--- config.mk ---
export PLATFORM = sky130hd
export DESIGN_NAME = sorted_priority_queue_top
export DESIGN_NICKNAME = d
export VERILOG_FILES = /design/src/design/spq_pkg.sv /design/src/design/sorted_priority_queue_top.sv
export SDC_FILE = /design/constraint.sdc
export NUM_CORES = 1
export LEC_CHECK = 0
export ABC_CLOCK_PERIOD_IN_PS = 10800
export BUFFER_PORTS_ARGS = -buffer_cell sky130_fd_sc_hd__buf_2
export CAP_MARGIN = 10
export CORE_UTILIZATION = 50
export DETAILED_ROUTE_END_ITERATION = 6
export PLACE_DENSITY_LB_ADDON = 0.12
export SYNTH_ARGS = -nofsm -noshare
export SYNTH_HDL_FRONTEND = slang
export SYNTH_SLANG_ARGS = --single-unit
--- constraint.sdc ---
create_clock -name clk -period 10.8 [get_ports clk]
set_input_delay 0.54 -clock clk [delete_from_list [all_inputs] [get_ports clk]]
set_output_delay 0.54 -clock clk [all_outputs]
set_load 0.01 [all_outputs]
--- src/design/spq_pkg.sv ---
package spq_pkg;

  // Operation codes of an input item
  localparam logic OP_ENQUEUE = 1'b0;
  localparam logic OP_DEQUEUE = 1'b1;

  // Result status codes
  localparam logic [1:0] ST_OK       = 2'd0;
  localparam logic [1:0] ST_EMPTY    = 2'd1;
  localparam logic [1:0] ST_FULL     = 2'd2;
  localparam logic [1:0] ST_BAD_PRIO = 2'd3;

  // Priority levels 1 to 3; 0 marks no entry / invalid priority
  localparam int unsigned NUM_LEVELS = 3;
  localparam logic [1:0]  PRIO_NONE  = 2'd0;

  // Widths fixed by the result fields
  localparam int unsigned OUT_TAG_BITS = 8;
  localparam int unsigned OCC_BITS     = 5;

  typedef enum logic [1:0] {
    S_IDLE   = 2'b01,
    S_RESULT = 2'b10
  } state_t;

endpackage

--- src/design/sorted_priority_queue_top.sv ---
// Sorted priority queue with up to CAPACITY entries, priorities 1 (low) to 3 (high).
// Input channel (in_valid/in_ready): operation 0 enqueues priority_req/tag,
// operation 1 dequeues the head entry. Result channel (out_valid/out_ready):
// status, removed entry (out_priority/out_tag, zero when nothing is removed)
// and the occupancy after the operation. Exactly one result per item.
// Entries are held in one tag memory split into one circular deque per
// priority level; the level itself is the stored priority. An enqueue at or
// above the highest level present pushes to the front of its level, otherwise
// to the back; a dequeue pops the front of the highest non-empty level.
// Sequence: an item is accepted in S_IDLE, where the head is read from the
// tag memory into rd_tag and the pending result is registered; in S_RESULT
// the output register is loaded from them. The registered read of the tag
// memory sets this sequence; the next item is accepted as soon as the result
// is registered, while that result may still wait at the output.
// A stalled receiver holds the result in the output register; the block then
// holds its pending result and takes no further item until the output frees.
// Reset (rst, synchronous) empties the queue; memory contents need no clearing.
module sorted_priority_queue_top #(
  parameter int unsigned CAPACITY = 16,
  parameter int unsigned TAG_BITS = 8
) (
  input  logic                               clk,
  input  logic                               rst,
  input  logic                               in_valid,
  output logic                               in_ready,
  input  logic                               operation,
  input  logic [1:0]                         priority_req,
  input  logic [TAG_BITS-1:0]                tag,
  output logic                               out_valid,
  input  logic                               out_ready,
  output logic [1:0]                         status,
  output logic [1:0]                         out_priority,
  output logic [spq_pkg::OUT_TAG_BITS-1:0]   out_tag,
  output logic [spq_pkg::OCC_BITS-1:0]       occupancy
);

  localparam int unsigned CNT_W  = $clog2(CAPACITY + 1);
  localparam int unsigned PTR_W  = $clog2(CAPACITY);
  localparam int unsigned SUM_W  = CNT_W + 1;
  localparam int unsigned DEPTH  = spq_pkg::NUM_LEVELS * CAPACITY;
  localparam int unsigned ADDR_W = $clog2(DEPTH);
  localparam logic [ADDR_W-1:0] CAP_A    = ADDR_W'(CAPACITY);
  localparam logic [PTR_W-1:0]  LAST_PTR = PTR_W'(CAPACITY - 1);
  localparam logic [SUM_W-1:0]  CAP_S    = SUM_W'(CAPACITY);

  // Tag memory, one region of CAPACITY slots per priority level
  logic [TAG_BITS-1:0] mem [DEPTH];
  logic [TAG_BITS-1:0] rd_tag;

  // Per-level deque pointers and counts, total fill
  logic [PTR_W-1:0] head      [spq_pkg::NUM_LEVELS];
  logic [CNT_W-1:0] cnt       [spq_pkg::NUM_LEVELS];
  logic [PTR_W-1:0] head_next [spq_pkg::NUM_LEVELS];
  logic [CNT_W-1:0] cnt_next  [spq_pkg::NUM_LEVELS];
  logic [CNT_W-1:0] fill;
  logic [CNT_W-1:0] fill_next;

  spq_pkg::state_t state;

  // Pending result between accept and output
  logic [1:0]       pend_status;
  logic [1:0]       pend_prio;
  logic [CNT_W-1:0] pend_occ;
  logic             pend_deq_ok;

  // Decode of the current item
  logic             accept;
  logic             out_load;
  logic [1:0]       max_lvl;
  logic             do_front;
  logic             do_back;
  logic             do_deq;
  logic [1:0]       st;
  logic [PTR_W-1:0] enq_head;
  logic [CNT_W-1:0] enq_cnt;
  logic [PTR_W-1:0] deq_head;
  logic [PTR_W-1:0] front_slot;
  logic [SUM_W-1:0] back_sum;
  logic [PTR_W-1:0] back_slot;
  logic [PTR_W-1:0] wr_slot;
  logic [1:0]       enq_idx;
  logic [1:0]       deq_idx;
  logic [ADDR_W-1:0] wr_addr;
  logic [ADDR_W-1:0] rd_addr;
  logic [TAG_BITS+spq_pkg::OUT_TAG_BITS-1:0] tag_ext;
  logic [CNT_W+spq_pkg::OCC_BITS-1:0]        occ_ext;

  assign in_ready = (state == spq_pkg::S_IDLE);
  assign accept   = in_valid && in_ready;
  assign out_load = (state == spq_pkg::S_RESULT) && (!out_valid || out_ready);

  // Find the highest level present and select the pointers in use
  always_comb begin
    max_lvl  = spq_pkg::PRIO_NONE;
    enq_head = '0;
    enq_cnt  = '0;
    deq_head = '0;
    for (int i = 0; i < spq_pkg::NUM_LEVELS; i++) begin
      if (cnt[i] != '0) begin
        max_lvl = 2'(i + 1);
      end
    end
    for (int i = 0; i < spq_pkg::NUM_LEVELS; i++) begin
      if (priority_req == 2'(i + 1)) begin
        enq_head = head[i];
        enq_cnt  = cnt[i];
      end
      if (max_lvl == 2'(i + 1)) begin
        deq_head = head[i];
      end
    end
  end

  // Classify the item and compute slots
  always_comb begin
    do_front = 1'b0;
    do_back  = 1'b0;
    do_deq   = 1'b0;
    st       = spq_pkg::ST_OK;
    if (operation == spq_pkg::OP_DEQUEUE) begin
      if (fill == '0) begin
        st = spq_pkg::ST_EMPTY;
      end else begin
        do_deq = accept;
      end
    end else begin
      if (priority_req == spq_pkg::PRIO_NONE) begin
        st = spq_pkg::ST_BAD_PRIO;
      end else if (fill == CNT_W'(CAPACITY)) begin
        st = spq_pkg::ST_FULL;
      end else if (priority_req >= max_lvl) begin
        do_front = accept;
      end else begin
        do_back = accept;
      end
    end

    front_slot = (enq_head == '0) ? LAST_PTR : enq_head - 1'b1;
    back_sum   = SUM_W'(enq_head) + SUM_W'(enq_cnt);
    back_slot  = (back_sum >= CAP_S) ? PTR_W'(back_sum - CAP_S) : PTR_W'(back_sum);
    wr_slot    = do_front ? front_slot : back_slot;
    enq_idx    = priority_req - 2'd1;
    deq_idx    = max_lvl - 2'd1;
    wr_addr    = ADDR_W'(enq_idx) * CAP_A + ADDR_W'(wr_slot);
    rd_addr    = ADDR_W'(deq_idx) * CAP_A + ADDR_W'(deq_head);
  end

  // Advance the per-level pointers
  always_comb begin
    fill_next = fill;
    if (do_front || do_back) begin
      fill_next = fill + 1'b1;
    end else if (do_deq) begin
      fill_next = fill - 1'b1;
    end
    for (int i = 0; i < spq_pkg::NUM_LEVELS; i++) begin
      head_next[i] = head[i];
      cnt_next[i]  = cnt[i];
      if ((do_front || do_back) && priority_req == 2'(i + 1)) begin
        cnt_next[i] = cnt[i] + 1'b1;
        if (do_front) begin
          head_next[i] = front_slot;
        end
      end
      if (do_deq && max_lvl == 2'(i + 1)) begin
        cnt_next[i]  = cnt[i] - 1'b1;
        head_next[i] = (head[i] == LAST_PTR) ? '0 : head[i] + 1'b1;
      end
    end
  end

  // Memory: write new tag, read the head of the top level
  always_ff @(posedge clk) begin
    if (do_front || do_back) begin
      mem[wr_addr] <= tag;
    end
    if (accept) begin
      rd_tag <= mem[rd_addr];
    end
  end

  // Queue bookkeeping
  always_ff @(posedge clk) begin
    if (rst) begin
      fill <= '0;
      for (int i = 0; i < spq_pkg::NUM_LEVELS; i++) begin
        head[i] <= '0;
        cnt[i]  <= '0;
      end
    end else begin
      fill <= fill_next;
      for (int i = 0; i < spq_pkg::NUM_LEVELS; i++) begin
        head[i] <= head_next[i];
        cnt[i]  <= cnt_next[i];
      end
    end
  end

  // Hold the pending result
  always_ff @(posedge clk) begin
    if (accept) begin
      pend_status <= st;
      pend_prio   <= do_deq ? max_lvl : spq_pkg::PRIO_NONE;
      pend_occ    <= fill_next;
      pend_deq_ok <= do_deq;
    end
  end

  assign tag_ext = {{spq_pkg::OUT_TAG_BITS{1'b0}}, rd_tag};
  assign occ_ext = {{spq_pkg::OCC_BITS{1'b0}}, pend_occ};

  // Sequence accept and result, drive the output register
  always_ff @(posedge clk) begin
    if (rst) begin
      state     <= spq_pkg::S_IDLE;
      out_valid <= 1'b0;
    end else begin
      out_valid <= out_load || (out_valid && !out_ready);
      case (state)
        spq_pkg::S_IDLE: begin
          if (accept) begin
            state <= spq_pkg::S_RESULT;
          end
        end
        spq_pkg::S_RESULT: begin
          if (out_load) begin
            state <= spq_pkg::S_IDLE;
          end
        end
        default: begin
          state <= spq_pkg::S_IDLE;
        end
      endcase
    end
  end

  // Output payload
  always_ff @(posedge clk) begin
    if (out_load) begin
      status       <= pend_status;
      out_priority <= pend_prio;
      out_tag      <= pend_deq_ok ? tag_ext[spq_pkg::OUT_TAG_BITS-1:0] : '0;
      occupancy    <= occ_ext[spq_pkg::OCC_BITS-1:0];
    end
  end

endmodule

Word level (Yosys, flattened, before mapping):

Memories as Yosys holds them, arrays and structs flattened. A register that Yosys moved wholly into a read port is not among the register bits.
Index checks and enable logic that the tools add are counted.

* register bits: 35
* memories: 3
* logic and storage cells: 138
* input bits: 15
* RAM bits: 411

Memories
* mem: depth 48, bits a word 8, rd ports 1, clocked after Yosys merged registers in 1, wr ports 1, line sorted_priority_queue_top.sv:47 `logic [TAG_BITS-1:0] mem [DEPTH];`
* cnt: depth 3, bits a word 5, rd ports 3, clocked after Yosys merged registers in 0, wr ports 3, line sorted_priority_queue_top.sv:52 `logic [CNT_W-1:0] cnt [spq_pkg::NUM_LEVELS];`
* head: depth 3, bits a word 4, rd ports 3, clocked after Yosys merged registers in 0, wr ports 3, line sorted_priority_queue_top.sv:51 `logic [PTR_W-1:0] head [spq_pkg::NUM_LEVELS];`

* multiplexer cells: 63
* reduce and logical (&&, ||, !) cells: 21
* order comparisons: 2
* bitwise logic cells: 6
* $add $sub $neg: 18
* eq/ne operators: 14

Operators with widths (count)
* 4-bit two-way mux: 24
* 5-bit two-way mux: 14
* 5-bit by 1-bit adder with 5-bit output (second input constant): 4
* 5-bit by 1-bit subtractor with 5-bit output (second input constant): 4
* 1-bit two-way mux: 17
* 5-bit nonzero test: 3
* 2-bit two-way mux: 7
* 4-bit by 1-bit adder with 4-bit output (second input constant): 3
* 6-bit by 4-bit adder with 6-bit output: 2
* 4-bit equality test (second input constant): 3
* 2-bit equality test (second input constant): 5
* 1-bit logical AND: 9
* 4-bit by 1-bit subtractor with 4-bit output (second input constant): 2
* 4-bit by 5-bit adder with 6-bit output: 1
* 2-bit by 1-bit equality test with 1-bit output (second input constant): 3
* 6-bit by 5-bit greater-or-equal comparator with 1-bit output (second input constant): 1
* 1-bit bitwise OR: 6
* 5-bit equality test (second input constant): 1
* 5-bit zero test: 1
* 4-bit zero test: 1
* 2-bit case mux with 2 select lines: 1
* 2-bit by 1-bit subtractor with 2-bit output (second input constant): 2
* 1-bit logical OR: 3
* 2-bit greater-or-equal comparator: 1
* 5 further kinds: 6

Longest topological paths before layout:

Gate-level depths: netlist (run 1).
An unclocked memory read counts as a cell.

* depth in word-level cells: 15
* gate-level depth with buffers: 16
* depth with buffers taken out: 14

Worst setup path after synthesis (run 1):

Ideal clock, no wire load.

* kind: in2reg
* from: input priority_req[0]
* to: memory mem[38][0] (enable)
* arrival: 3583 ps
* setup slack: 6834 ps
* cell stages on the path: 13
* path through: buf_6 buf_2 nand2b_1 clkbuf_1 clkbuf_1 o21ai_0 ha_1 inv_1 fa_1 mux2i_1 and2_1 nand2_1 nor3_1

* word-level cells in the longest chain between the ends: 9
* elaborated cells on any way between the ends: 32

RTL lines
* from (decl): line sorted_priority_queue_top.sv:27 `input logic [1:0] priority_req,`
* 2-bit by 1-bit equality test with 1-bit output: line sorted_priority_queue_top.sv:104 `if (priority_req == 2'(i + 1)) begin`
* 4-bit two-way mux or 5-bit two-way mux (tied branches) (3 in series): line sorted_priority_queue_top.sv:104
* 4-bit by 5-bit adder with 6-bit output: line sorted_priority_queue_top.sv:139 `back_sum = SUM_W'(enq_head) + SUM_W'(enq_cnt);`
* 6-bit by 5-bit greater-or-equal comparator with 1-bit output or 4-bit by 1-bit subtractor with 4-bit output (tied branches): line sorted_priority_queue_top.sv:140 `back_slot = (back_sum >= CAP_S) ? PTR_W'(back_sum - CAP_S) : PTR_W'(back_sum);`
* 4-bit two-way mux: line sorted_priority_queue_top.sv:140
* 4-bit two-way mux: line sorted_priority_queue_top.sv:141 `wr_slot = do_front ? front_slot : back_slot;`
* 6-bit by 4-bit adder with 6-bit output: line sorted_priority_queue_top.sv:144 `wr_addr = ADDR_W'(enq_idx) * CAP_A + ADDR_W'(wr_slot);`
* to (decl): line sorted_priority_queue_top.sv:47

Several ways; a longest one is shown, not always the timed one.

==> summary.txt, run 1 <==
Core area -> 36960 sq um
Largest net degree at the start of global routing -> 57
Die X -> 196.7 um
RD Place Congestion -> 0.8212
Worst Slack Setup Final -> 5.884 ns
Via count of the first global-routing pass -> 10460
FF+latch count, synth -> 454
Post-synthesis adder-cell area fraction -> 0.01941
Aggregate negative setup slack -> 0 ns
Critical Path Stages -> 12
CTS max path bufs -> 3
P per Cell Area -> 177.8 nW/um^2
Total GRT Usage -> 0.2324
Final period util -> 0.4552
Clk Latency, worst-skew pair -> 0.59 ns
Hold Crit Depth -> 3
Final min period -> 4.916 ns
Layout Nets -> 1303
CTS hold repair buffers -> 0
Max-slew headroom -> 0.1700
Library cells used by synthesis -> 66
Via density -> 5.894
Max-cap viol count -> 0
First-pass GRT wire length -> 65710 um
Grt total ovfl -> 0
P&R area growth vs syn -> 11.85%
# DRC -> 0
1st-iter DRT viols -> 902
Post-placement setup slack -> 5.863 ns
Syn. warnings -> 0
Detail Route Antenna Nets -> 0
Primary FF master, synth -> edfxtp_1
Final hold violations -> 0
Compound-Gate Fraction of Synth Area -> 0.06357
Post-DR wirelength/cell -> 24.00 um
Total iterations of the first detailed-routing run -> 5
Largest family of logic cells by synthesized area -> multiplexers
Placed insts -> 1714
Sequential fraction of the synthesis area -> 0.7008
CTS clk-pin slew, worst paths -> 0.06 ns
Crit-path cells -> nor3_1 > nand2_1 > a31oi_1 > inv_1 > ha_1 > a21oi_1 > a22o_4 > buf_4 > mux4_2 > mux2i_1 > o21ai_0 > and3_1
P_leak -> 6.982 nW
Antenna violations before repair -> 3
Antenna cells -> 0
Crit start category -> flip-flop
Die ar. -> 38690 sq um
Maximum clock rate -> 0.2034 GHz
Max FO, Critical Path -> 56
Post-Syn Nets -> 1246
Num Clock Sinks -> 454
Final wirelength -> 43220 um
Root buffer cell -> clkbuf_16
Commonest cells after routing, fill and taps aside -> edfxtp_1, nand2_1, mux4_2
Die height -> 196.7 um
CP max-delay cell -> a22o_4
TritonCTS Buffers -> 48
Req. time, crit path -> 11.15 ns
Outcome -> finished, final reports clean
Layout cells sized above 1 -> 0.1874
Ports -> 34
Post-synth ARST share -> 0
Final setup violating endpoints -> 0
R2R depth -> 12
HP Class -> in -> reg
Slowest stage delay, CP -> 0.82 ns
Mux cell area share after synthesis -> 0.09677
CP Class -> reg -> reg
Cell Area, Synth -> 18950 sq um
Synth Instances -> 1204
Vias -> 10620
Post-Synth Simple-Gate Area -> 0.08938
RSZ-0062 raised after global routing -> no
Max IR drop VDD -> 169.4 uV
Post-Layout Cell Count -> 1801
Floorplan row count -> 70
Post-CTS setup buffer count -> 0
Post-synth EDFFs -> 419
Bufs and invs on worst path -> 2
# H-tree levels -> 2
Slew Limit Fails -> 0
Post-Synth XOR/XNOR Area -> 0.008779
Tightest Pin Transition -> 1.240 ns
Setup crit end kind -> flip-flop
Most common cell after layout, fill and taps aside -> edfxtp_1
Worst Skew -> 0.02024 ns
Synth Area per Inst -> 15.74 sq um
Top delay family on crit path -> compound AO/OA/AOI/OAI gates
Dpl hpwl -> 26880 um
Arr. time, crit path -> 5.26 ns
# port buffers -> 33
Initial Util -> 0.5128
CTS resizes -> 0
CTS tree -> built
==> state kept, by name, indices dropped and copies added (netlist names) <==
| signal | cells |
|---|---|
| cnt | 15 |
| fill | 5 |
| head | 12 |
| mem | 384 |
| occupancy | 5 |
| out_priority | 2 |
| out_tag | 8 |
| out_valid | 1 |
| pend_deq_ok | 1 |
| pend_occ | 5 |
| pend_prio | 2 |
| pend_status | 2 |
| rd_tag | 8 |
| state | 2 |
| status | 2 |
==> area by class of cell <==
cell class	count	area, sq um
Fill cell	2923	15760
Sequential cell	454	13280
Multi-Input combinational cell	663	5283
Clock buffer	62	1275
Tap cell	504	630.6
Timing Repair Buffer	63	385.4
Clock inverter	24	227.7
Inverter	31	116.4
==> tightest hold or removal path, stage by stage <==
cell      delay, ns
buf_2          0.07
nand2b_1       0.12
a21oi_1        0.07
==> synth_stat cells, drive strengths merged, types with 3 or more instances <==
cell       n  area (sq um)
mux2      10         112.6
a221oi     7         61.31
and3       7         43.79
a21o       7         52.55
and2      11         68.82
buf       30         190.2
nor2      50         197.7
nor2b      9         56.30
fa         4         80.08
nand3     44         220.2
nand3b     6         45.04
mux2i     28         280.3
nand2    145         546.8
xnor2     18         157.7
nor4      11         68.82
a22oi     16         148.9
dfxtp     35         700.7
ha        23         287.8
edfxtp   419         12580
a211oi     7         52.55
o2111ai    7         61.31
inv       31         116.4
a31oi     28         175.2
clkbuf    26         97.59
a22o       3         26.28
o211ai     6         45.04
nand2b     7         46.30
mux4      64          1441
nor3      53         365.4
o21ai     22         113.9
a21oi     39         195.2
a32oi     10         87.58
==> power breakdown <==
part           internal [mW]  switching [mW]  total (mW)
clock                  0.928           0.657        1.58
sequential              1.94          0.0139        1.96
combinational         0.0744           0.154       0.229
==> kinds of logic after synthesis <==
logic type      Yosys count
buf+inv                  87
xor+xnor                 19
simple gates            347
mux                     102
compound gates          168
fa+ha+maj                27
flops                   454
==> path summary, 6_finish.rpt <==
check | start | to | slack (ns)
setup / recovery | cnt[0][0] | rd_tag[3] | 5.88
hold reg to reg | pend_status[0] | status[0] | 0.42
setup reg to reg | cnt[0][0] | rd_tag[3] | 5.88
hold / removal | out_ready | out_valid | 0.28
==> metal layers <==
| metal | routed length (um) | track usage | share of wire | vias to the layer above |
|---|---|---|---|---|
| met5 | 27 | 0 | 0.00062 | - |
| met4 | 800 | 0.06230 | 0.019 | 4 |
| met3 | 2826 | 0.05116 | 0.065 | 61 |
| met2 | 20130 | 0.3584 | 0.47 | 327 |
| met1 | 19430 | 0.3363 | 0.45 | 5403 |
| li1 | - | - | - | 4820 |
==> stage by stage <==
step | hold slack, ns | util | power, mW | instance area, sq um
after floorplan | 0.4003 | - | 2.133 | 18950
after global placement | 0.4070 | 0.5327 | 2.219 | 19690
after detailed placement | 0.4054 | 0.5328 | 2.222 | 19690
after CTS | 0.2425 | 0.5735 | 3.805 | 21200
after global routing | 0.2865 | 0.5736 | 3.890 | 21200
final | 0.2781 | 0.5736 | 3.769 | 21200
(Power assumes the default switching activity.)
==> inputs of run 2 (changes only) <==
--- a/config.mk
+++ b/config.mk
@@ -5,7 +5,7 @@
 export SDC_FILE = /design/constraint.sdc
 export NUM_CORES = 1
 export LEC_CHECK = 0
-export ABC_CLOCK_PERIOD_IN_PS = 10800
+export ABC_CLOCK_PERIOD_IN_PS = 4600
 export BUFFER_PORTS_ARGS = -buffer_cell sky130_fd_sc_hd__buf_2
 export CAP_MARGIN = 10
 export CORE_UTILIZATION = 50
==> constraint.sdc (replaced) <==
create_clock -name clk -period 4.6 [get_ports clk]
set_input_delay 0.23 -clock clk [delete_from_list [all_inputs] [get_ports clk]]
set_output_delay 0.23 -clock clk [all_outputs]
set_load 0.01 [all_outputs]
==> run 2 against run 1 <==
Effect of this change:
- design area rose by 1.0%
- maximum frequency rose by 15%
- flip-flop and latch count did not move
- clock skew fell by 0.0092 ns
==> summary.txt, run 2 (synthesis results as in run 1) <==
Switching power share of the total -> 0.2175 (-0.001253)
Largest Register -> mem
1st-iter DRT viols -> 950 (+5.3%)
Die X -> 196.7 um (unchanged)
Arr. time, crit path -> 4.47 ns (-0.79 ns)
Grt total ovfl -> 0 (unchanged)
Hold WS -> 0.1899 ns (-0.08822 ns)
Layout Nets -> 1328 (+1.9%)
CTS hold repair buffers -> 2 (+2)
Max FFs per register -> 384 (unchanged)
Max IR drop VDD -> 289.2 uV (+71%)
CTS clk-pin slew, worst paths -> 0.06 ns (about the same)
Post-DR wirelength/cell -> 23.66 um (-1.4%)
Slew Limit Fails -> 0 (unchanged)
CTS max path bufs -> 3 (unchanged)
Net switching power -> 1.923 mW (+130%)
CTS resizes -> 0 (unchanged)
Maximum clock rate -> 0.2347 GHz (+15%)
Req. time, crit path -> 4.81 ns (-6.34 ns)
Max-cap viol count -> 0 (unchanged)
Internal power -> 6.917 mW (+130%)
Combinational share of power -> 0.062 (about the same)
Layout cells sized above 1 -> 0.2045 (+0.01719)
Die height -> 196.7 um (unchanged)
Tightest Pin Transition -> 1.043 ns (-0.1969 ns)
TritonCTS Buffers -> 47 (-2.1%)
P_leak -> 7.117 nW (+1.9%)
Total GRT Usage -> 0.2326 (about the same)
Commonest cells after routing, fill and taps aside -> edfxtp_1, nand2_1, mux4_2
Worst R2R End -> mem[46][5]
Worst Skew -> 0.01102 ns (-0.009214 ns)
Die ar. -> 38690 sq um (unchanged)
Crit start category -> flip-flop
Dpl hpwl -> 27230 um (+1.3%)
Num Clock Sinks -> 454 (unchanged)
Max FO, Critical Path -> 8 (-86%)
Ports -> 34 (unchanged)
Final hold violations -> 0 (unchanged)
Clk Latency, worst-skew pair -> 0.58 ns (about the same)
Initial Util -> 0.5128 (unchanged)
Most common cell after layout, fill and taps aside -> edfxtp_1
Vias -> 10710 (+0.90%)
R2R depth -> 12 (unchanged)
P&R area growth vs syn -> 12.96%
Final setup violating endpoints -> 0 (unchanged)
Final wirelength -> 43160 um (-0.12%)
Via density -> 5.872 (-0.37%)
Hold Path End -> cnt[0][7]
First-pass GRT wire length -> 65930 um (+0.34%)
RSZ-0062 raised after global routing -> no
P per Cell Area -> 412.9 nW/um^2 (+130%)
Root buffer cell -> clkbuf_16
Largest net degree at the start of global routing -> 62 (+8.8%)
HP Class -> in -> reg
Antenna cells -> 0 (unchanged)
Hold Crit Start -> rst
Aggregate negative setup slack -> 0 ns (unchanged)
Clock network power share -> 0.419 (about the same)
Regs by FF count -> mem (384), cnt (15), head (12)
# port buffers -> 33 (unchanged)
Hold Crit Depth -> 2 (-1)
Flop2flop setup slack -> 0.34 ns (-5.55 ns)
Outcome -> finished, final reports clean
CP Class -> reg -> reg
Final period util -> 0.9264 (+0.4712)
# H-tree levels -> 2 (unchanged)
CTS tree -> built
# DRC -> 0 (unchanged)
Final min period -> 4.261 ns (-0.6546 ns)
Post-CTS setup buffer count -> 0 (unchanged)
RD Place Congestion -> 0.8734 (+6.4%)
Setup crit end kind -> flip-flop
Via count of the first global-routing pass -> 10710 (+2.4%)
Core area -> 36960 sq um (unchanged)
Detail Route Antenna Nets -> 0 (unchanged)
Floorplan row count -> 70 (unchanged)
Antenna violations before repair -> 0 (-3)
Total iterations of the first detailed-routing run -> 5 (unchanged)
Sequential Power Share -> 0.519 (about the same)
Critical R2R Launch -> cnt[0][10]
Max-slew headroom -> 0.3044 (+0.1343)
==> run 2: power groups by stage <==
stage / logic [mW] / clock network, mW / registers [mW]
3_3_place_gp: 0.541 / 0 / 4.68
4_1_cts: 0.553 / 3.76 / 4.59
3_5_place_dp: 0.549 / 0 / 4.68
6_report: 0.550 / 3.70 / 4.59
2_1_floorplan: 0.346 / 0 / 4.66
5_1_grt: 0.598 / 3.91 / 4.59
==> run 2: per-stage QoR <==
step | instance area (sq um) | total power, mW | cells | util | setup WS [ns]
global placement | 19900 | 5.217 | 1739 | 0.5383 | 0.5628
detailed placement | 19900 | 5.226 | 1739 | 0.5383 | 0.4055
global route | 21410 | 9.100 | 1824 | 0.5793 | 0.01521
floorplan | 18950 | 5.007 | 1204 | - | 0.9435
finish | 21410 | 8.840 | 1824 | 0.5793 | 0.3385
CTS | 21410 | 8.898 | 1824 | 0.5793 | 0.3859
==> run 2: worst max path at each step <==
stage	to	cells past startpoint	slack, ns	start
2_1_floorplan	mem[38][0]	13	0.94	priority_req[0]
3_3_place_gp	mem[44][3]	12	0.56	cnt[0][10]
3_5_place_dp	mem[46][6]	12	0.41	cnt[0][10]
4_1_cts	mem[46][5]	12	0.39	cnt[0][10]
5_1_grt	rd_tag[3]	12	0.02	cnt[0][10]
6_report	mem[46][5]	12	0.34	cnt[0][10]
==> run 2: area by class of cell <==
| cell class | count | area (sq um) |
|---|---|---|
| Fill cell | 2904 | 15550 |
| Multi-Input combinational cell | 663 | 5283 |
| Tap cell | 504 | 630.6 |
| Timing Repair Buffer | 89 | 603.1 |
| Inverter | 31 | 116.4 |
| Sequential cell | 454 | 13280 |
| Clock buffer | 64 | 1323 |
| Clock inverter | 19 | 173.9 |
==> run 2: critical path: stages (launching register included) <==
cell      delay [ns]
dfxtp_1         0.36
nor3_1          0.22
nand2_1         0.12
a31oi_1         0.44
inv_1           0.18
ha_1            0.30
nand2b_1        0.14
a21oi_1         0.43
nand2b_2        0.29
o21ai_0         0.13
nor2_1          0.17
nand2_1         0.38
nor3_2          0.73
==> run 2: per-layer routing <==
| metal | GRT usage | vias up | share of wire |
|---|---|---|---|
| met4 | 0.08269 | 0 | 0.026 |
| met1 | 0.3322 | 5446 | 0.45 |
| met5 | 0 | - | 0 |
| li1 | - | 4883 | - |
| met2 | 0.3656 | 313 | 0.47 |
| met3 | 0.03611 | 69 | 0.054 |
==> inputs of run 3 (changes only) <==
--- a/config.mk
+++ b/config.mk
@@ -10,7 +10,7 @@
 export CAP_MARGIN = 10
 export CORE_UTILIZATION = 50
 export DETAILED_ROUTE_END_ITERATION = 6
-export PLACE_DENSITY_LB_ADDON = 0.12
+export PLACE_DENSITY_LB_ADDON = 0.05
 export SYNTH_ARGS = -nofsm -noshare
 export SYNTH_HDL_FRONTEND = slang
 export SYNTH_SLANG_ARGS = --single-unit
==> run 3 against run 2 <==
Effect of this change:
- wire length increased by 3.7%
- non-clock buffer count increased by 16
- combinational power increased by 3%
- worst hold slack improved by 0.028 ns
- die area unchanged
- flip-flop and latch count unchanged
- worst setup slack improved by 0.11 ns
- largest cell class unchanged
==> summary.txt, run 3 (synthesis results as in run 1) <==
1st-iter DRT viols -> 878 (-7.6%)
Post-DR wirelength/cell -> 24.26 um (+2.5%)
Die X -> 196.7 um (unchanged)
RD Place Congestion -> 0.8329 (-4.6%)
CP Class -> reg -> reg
Clk Latency, worst-skew pair -> 0.58 ns (about the same)
Cell mode on critical path -> a21oi_1
Grt total ovfl -> 0 (unchanged)
Top delay family on crit path -> compound AO/OA/AOI/OAI gates
Layout Utilization -> 0.5809 (+0.001591)
Flop2flop setup slack -> 0.45 ns (+0.11 ns)
Maximum clock rate -> 0.2410 GHz (+2.7%)
Tightest Pin Transition -> 1.147 ns (+0.1040 ns)
Die ar. -> 38690 sq um (unchanged)
Commonest cells after routing, fill and taps aside -> edfxtp_1, nand2_1, buf_4
Worst Slack Setup Final -> 0.4514 ns (+0.1129 ns)
Hold Crit Depth -> 2 (unchanged)
Detail Route Antenna Nets -> 0 (unchanged)
Layout Nets -> 1344 (+1.2%)
Critical R2R Launch -> cnt[0][10]
Core area -> 36960 sq um (unchanged)
Largest net degree at the start of global routing -> 49 (-21%)
Outcome -> finished, final reports clean
Final setup violating endpoints -> 0 (unchanged)
Vias -> 10720 (+0.056%)
Max-slew headroom -> 0.2349 (-0.06945)
Final period util -> 0.9019 (-0.02455)
Setup crit end kind -> flip-flop
TritonCTS Buffers -> 47 (unchanged)
Post-CTS setup buffer count -> 0 (unchanged)
P&R area growth vs syn -> 13.27%
RSZ-0062 raised after global routing -> no
Slew Limit Fails -> 0 (unchanged)
Worst Skew -> 0.02184 ns (+0.01082 ns)
Aggregate negative setup slack -> 0 ns (unchanged)
Bufs and invs on worst path -> 2 (+1)
Arr. time, crit path -> 4.48 ns (about the same)
Dpl hpwl -> 28170 um (+3.4%)
# DRC -> 0 (unchanged)
Hold Path End -> cnt[0][9]
Total GRT Usage -> 0.2402 (+0.007675)
Floorplan row count -> 70 (unchanged)
Max-cap viol count -> 0 (unchanged)
Tot Pwr -> 8.674 mW (-1.9%)
Total iterations of the first detailed-routing run -> 5 (unchanged)
CP max-delay cell -> mux4_2
Antenna violations before repair -> 11 (+11)
Via count of the first global-routing pass -> 10730 (+0.21%)
Most common cell after layout, fill and taps aside -> edfxtp_1
Post-DP Area -> 20050 sq um (+0.79%)
Final min period -> 4.149 ns (-0.1129 ns)
Ports -> 34 (unchanged)
Req. time, crit path -> 4.93 ns (+0.12 ns)
Hold WS -> 0.2182 ns (+0.02832 ns)
Max FO, Critical Path -> 34 (+26)
Max IR drop VDD -> 298.2 uV (+3.1%)
# H-tree levels -> 2 (unchanged)
Initial Util -> 0.5128 (unchanged)
Final instance area -> 21470 sq um (+0.27%)
HP Class -> in -> reg
Post-Layout Cell Count -> 1845 (+1.2%)
Max FFs per register -> 384 (unchanged)
Crit start category -> flip-flop
Layout cells sized above 1 -> 0.2075 (+0.002945)
Crit-path cells -> nor3_1 > nand2_1 > a31oi_1 > inv_1 > ha_1 > a21oi_1 > a22o_4 > buf_12 > mux4_2 > a21oi_1 > nand3_1 > and3_1
Num Clock Sinks -> 454 (unchanged)
P per Cell Area -> 404.0 nW/um^2 (-2.1%)
Final hold violations -> 0 (unchanged)
# port buffers -> 33 (unchanged)
Critical Path Stages -> 12 (unchanged)
Largest Register -> mem
Final wirelength -> 44760 um (+3.7%)
CTS clk-pin slew, worst paths -> 0.06 ns (about the same)
Die height -> 196.7 um (unchanged)
Regs by FF count -> mem (384), cnt (15), head (12)
P_leak -> 7.159 nW (+0.59%)
Via density -> 5.809 (-1.1%)
Placed insts -> 1755 (+0.92%)
Hold Crit Start -> rst
CTS tree -> built
Worst R2R End -> rd_tag[3]
First-pass GRT wire length -> 67490 um (+2.4%)
Slowest stage delay, CP -> 0.57 ns (-0.16 ns)
R2R depth -> 12 (unchanged)
Post-placement setup slack -> 0.3481 ns (-0.05743 ns)
CTS max path bufs -> 3 (unchanged)
Root buffer cell -> clkbuf_16
run 3: cell types whose count changed in the layout (fill, tap and decap cells not counted), sizes merged:
cell / change
diode: +6
clkbuf: -4
bufinv: -1
buf: +16
clkinvlp: -1
inv: +2
clkinv: +3
run 3: worst reg2reg max path, delay by kind of cell (launching register included):
family                   cells  cell delay [ns]
multiplexers                 1             0.58
flip-flops                   1             0.36
AO/OA/AOI/OAI                4             1.24
adder cells (fa/ha/maj)      1             0.38
buffers and inverters        2             0.47
AND/OR/NAND/NOR              4             0.90
run 3: worst max-delay path by stage:
| stage | endpoint | from | slack (ns) |
|---|---|---|---|
| after detailed placement | rd_tag[0] | cnt[0][10] | 0.35 |
| after floorplan | mem[38][0] | priority_req[0] | 0.94 |
| after global placement | rd_tag[0] | cnt[0][10] | 0.48 |
| after global routing | rd_tag[7] | cnt[0][10] | 0.008 |
| after CTS | rd_tag[0] | cnt[0][10] | 0.34 |
| final | rd_tag[3] | cnt[0][10] | 0.45 |
run 3: repair_timing:
| item | in CTS | in global routing |
|---|---|---|
| hold endpoints to repair | 2 | 0 |
| gates resized for setup | 0 | 0 |
| setup endpoints to repair | 0 | 0 |
| hold buffers | 2 | 0 |
run 3: report_power, final:
| part | leakage, nW | internal (mW) | switching, mW |
|---|---|---|---|
| sequential | 4.06 | 4.56 | 0.0353 |
| combinational | 2.42 | 0.189 | 0.377 |
| clock | 0.675 | 1.98 | 1.53 |
run 3: layer usage:
metal / up-vias / part of all wire / track usage
li1: 4906 / - / -
met1: 5406 / 0.44 / 0.3460
met2: 318 / 0.46 / 0.3588
met3: 85 / 0.069 / 0.04894
met4: 2 / 0.030 / 0.09991
met5: - / 0.00018 / 0
run 3: cell type report:
type / count / area (sq um)
Sequential cell: 454 / 13280
Clock buffer: 60 / 1225
Multi-Input combinational cell: 663 / 5283
Inverter: 31 / 116.4
Antenna cell: 6 / 15.01
Tap cell: 504 / 630.6
Clock inverter: 22 / 157.7
Fill cell: 2954 / 15490
Timing Repair Buffer: 105 / 760.7
